<file path="config.mk">
export PLATFORM = sky130hd
export DESIGN_NAME = mfb_ram
export DESIGN_NICKNAME = d
export VERILOG_FILES = /design/src/design/mfb_ram.sv
export SDC_FILE = /design/constraint.sdc
export NUM_CORES = 2
export LEC_CHECK = 0
export BUFFER_PORTS_ARGS = -buffer_cell sky130_fd_sc_hd__clkbuf_2
export CAP_MARGIN = 20
export CELL_PAD_IN_SITES_DETAIL_PLACEMENT = 0
export CELL_PAD_IN_SITES_GLOBAL_PLACEMENT = 1
export CORE_ASPECT_RATIO = 0.75
export CORE_MARGIN = 4
export CORE_UTILIZATION = 35
export DETAILED_ROUTE_END_ITERATION = 12
export PLACE_DENSITY = 0.61
export SLEW_MARGIN = 15
export SYNTH_ARGS = -nofsm -noshare
export SYNTH_HDL_FRONTEND = slang
export SYNTH_SLANG_ARGS = --single-unit
</file>
<file path="constraint.sdc">
create_clock -name clk_i -period 2.9 [get_ports clk_i]
set_input_delay 0.58 -clock clk_i [delete_from_list [all_inputs] [get_ports clk_i]]
set_output_delay 0.58 -clock clk_i [all_outputs]
set_load 0.1 [all_outputs]
</file>
<file path="src/design/mfb_ram.sv">
// Generic simple dual-port RAM: one write port, one read port with registered data.
// Used for the frame and shadow stores. No dependencies.
module mfb_ram #(
  parameter int WIDTH = 8,
  parameter int DEPTH = 512
) (
  input  logic                     clk_i,
  input  logic                     we_i,
  input  logic [$clog2(DEPTH)-1:0] waddr_i,
  input  logic [WIDTH-1:0]         wdata_i,
  input  logic                     re_i,
  input  logic [$clog2(DEPTH)-1:0] raddr_i,
  output logic [WIDTH-1:0]         rdata_o
);

  logic [WIDTH-1:0] mem_q [DEPTH];
  logic [WIDTH-1:0] rdata_q;

  always_ff @(posedge clk_i) begin
    if (we_i) begin
      mem_q[waddr_i] <= wdata_i;
    end
    // hold the last read word while no read is issued
    if (re_i) begin
      rdata_q <= mem_q[raddr_i];
    end
  end

  assign rdata_o = rdata_q;

endmodule
</file>
==> results.toml <==
[timing]
slew_violations = 0
finalSetupViolations = 3
worstMarginPinSlew_ns = 1.14
fin_ws_ns = -0.140
fmax_mhz = 329
slew-limit-headroom_pct = 23.0
fin_crit_sh_pct = 105
period_needed_ns = 3.04
rsz0062_at_grt = "true"
fin_worst_skew_ns = 0.0583
hold_violations = 0

[min_path]
min_delay_worst_endpoint = "mem_q[185][5]"
min_path_type = "in -> reg"
min_from = "wdata_i[5]"
holdPathStages = 1

[worst_setup_path]
rrSetupSlack_ns = -0.04
critPathKind = "in -> reg"
crit_family = "compound AO/OA/AOI/OAI gates"
slowest_delay_ns = 0.45
crit_path_frequent_cell = "buf_12"
worstPathMaxFanout = 18
worst-path-stages = 12
crit_arrival_ns = 3.84
r2r_start = "mem_q[256][2]"
critPathRequiredTime_ns = 3.70
crit_chain = "buf_12, buf_12, buf_12, buf_4, mux2i_1, o221ai_1, o22ai_1, a22oi_1, nand2_1, o21ai_0, buf_4, o2111a_1"
critPathBufInv = 5
endpoint_kind = "flop"
slowest_stage = "o21ai_0"
rr_worst_depth = 10
r2r-end = "rdata_o[2]"
cp-start-kind = "primary input"

[clock_tree]
post_cts_buffers = 0
cts-buffers-inserted = 390
h-tree-depth = 5
cts_root_buf = "clkbuf_16"
cts_buffer_depth = 4
cts_tree = "built"
clkSlewWorstSetupHoldPaths_ns = 0.06
clock_sinks = 4104
worstSkewPairLatency_ns = 0.93

[yosys]
synth_top_cell_by_area = "edfxtp_1"
ys.warnings.count = 0
syn_inst = 8030
yosys-top-cells-area = "edfxtp_1 77%, mux4_2 9.2%, mux2i_1 5.0%"
syn-num-nets = 8059
synth_top_area_share_pct = 77.0
ys.flop_type = "edfxtp_1"
post_synth_instance_area_sq_um = 160000
synth-edff-count = 4104
syn_area_per_cell_sq_um = 19.9
ys_seq_elements = 4104
synth-async-reset-ratio_pct = 0
seq_area_frac_synth_pct = 77.0
yosysUniqueCellTypes = 50

[power_and_ir_drop]
powerDensity_nw_per_um2 = 642
p_total_w = 0.123
irDropWorstVdd_uv = 523
power.leakage_nw = 63.4

[route]
routed_wl_um = 469000
viasPerCell = 5.48
antenna_left = 0
vias = 87240
drt-wirelength-per-cell_um = 29.5
drt_iter0_drc = 10888
dr.pass1.iters = 8
post-route-drc-count = 0

[floorplanning]
dieArea_sq_um = 468000
start_util_pct = 35.2
die_h_um = 594
die_w_um = 789
core-area_sq_um = 454000
rows = 214
io_pins = 37

[layout]
final_nets = 9567
area_delta_synth_final_pct = 20.0
drive_gt1_share_pct = 29.1
nFillCells = 39696
fin_cells = 15910

[status]
status = "finished, violations left"
violations = "setup timing"

[placement]
post-dp-hpwl_um = 310000
place.gp.congestion = 0.855
io_buffers = 36
dp.cells = 15192

[global_routing]
grt_pass1_vias = 86821
grt_overflow = 0
grt_start_max_net_pins = 138
antenna_found_initial = 23
grt_first_pass_wirelength_um = 662000
track_usage_pct = 19.5

[job]
cap_violations = 0
## routing by layer
metal | part of all wire, % | global-route usage [%]
met3 | 8.5 | 3.58
met1 | 45 | 30.0
met5 | 0.0030 | 0
met4 | 2.2 | 4.25
met2 | 44 | 28.8
## timing repair
action                                  in CTS  in global routing
gates cloned                                 0                  0
gates resized for setup                      6                 10
endpoints found under the setup margin       2                  6
hold buffers                                 1                  0
endpoints found under the hold margin        2                  0
## worst register-to-register path: cells and delay by family, from the launching register on
| family | cells | cell delay [ns] |
|---|---|---|
| and+or+nand+nor | 3 | 1.26 |
| buffers and inverters | 3 | 0.56 |
| AOI/OAI and AO/OA | 3 | 0.58 |
| DFF | 1 | 0.33 |
| muxes | 1 | 0.09 |
## Yosys cell counts, drive strengths merged (61+ instances only)
master / n
nor2: 597
o22ai: 163
buf: 248
a21oi: 194
o21ai: 119
clkbuf: 265
mux4: 654
a22oi: 61
nor3: 109
edfxtp: 4104
nand2: 111
mux2i: 797
o221ai: 372
## worst max-delay path by stage
stage                     from         end
floorplan           raddr_i[0]  rdata_o[0]
global placement    raddr_i[0]  rdata_o[3]
detailed placement  raddr_i[0]  rdata_o[3]
CTS                 raddr_i[0]  rdata_o[6]
global route        raddr_i[0]  rdata_o[2]
finish              raddr_i[0]  rdata_o[2]
## layout by cell type, fill, tap and decap left out, types with 96 or more instances in the layout
cell type,n
buf_12,196
nand2_1,96
mux2i_1,797
nor2_1,596
buf_4,1395
a21oi_1,194
edfxtp_1,4104
o22ai_1,163
o221ai_1,370
clkbuf_16,398
mux4_2,654
nor3_1,108
o21ai_0,112
## per-stage QoR
step | worst slack, ns | util, % | hold slack (ns) | setup TNS [ns] | instance area (sq um)
final | -0.140 | 42.3 | 0.0934 | -0.184 | 192000
after CTS | 0.00470 | 42.3 | 0.0110 | 0 | 192000
after global placement | -1.41 | 39.5 | 0.992 | -8.10 | 179000
after floorplan | 0.209 | - | 0.679 | 0 | 160000
after detailed placement | -1.42 | 39.5 | 0.997 | -8.10 | 180000
after global routing | -0.0737 | 42.3 | 0.0323 | -0.0772 | 192000
## cell type report
class / instances / area (sq um) / area share [%]
clock buffers: 480 / 10300 / 5.35
clock inverters: 226 / 2090 / 1.09
well taps: 6048 / 7570 / 3.94
repair buffers: 1629 / 14700 / 7.66
multi-input cells: 3410 / 34100 / 17.7
flip-flops and latches: 4104 / 123000 / 64.2
diodes: 10 / 25.0 / 0.0130
inverters: 3 / 18.8 / 0.00978
## report_power, final
part | internal, W | switching, W
sequential | 0.0653 | 0.0000379
combinational | 0.00278 | 0.00469
clock | 0.0284 | 0.0221
total | 0.0964 | 0.0269
## cells by family after synthesis
kind of cell           share of synthesized area, %
and+or+nand+nor                                2.63
DFF                                            77.0
AOI/OAI and AO/OA                              4.31
muxes                                          14.2
buffers and inverters                          1.85
## state kept, by name, summed over array words and instances, names as in the netlist
register and count:
mem_q 4096, rdata_o 8
Power figures use the tool's default switching activity.
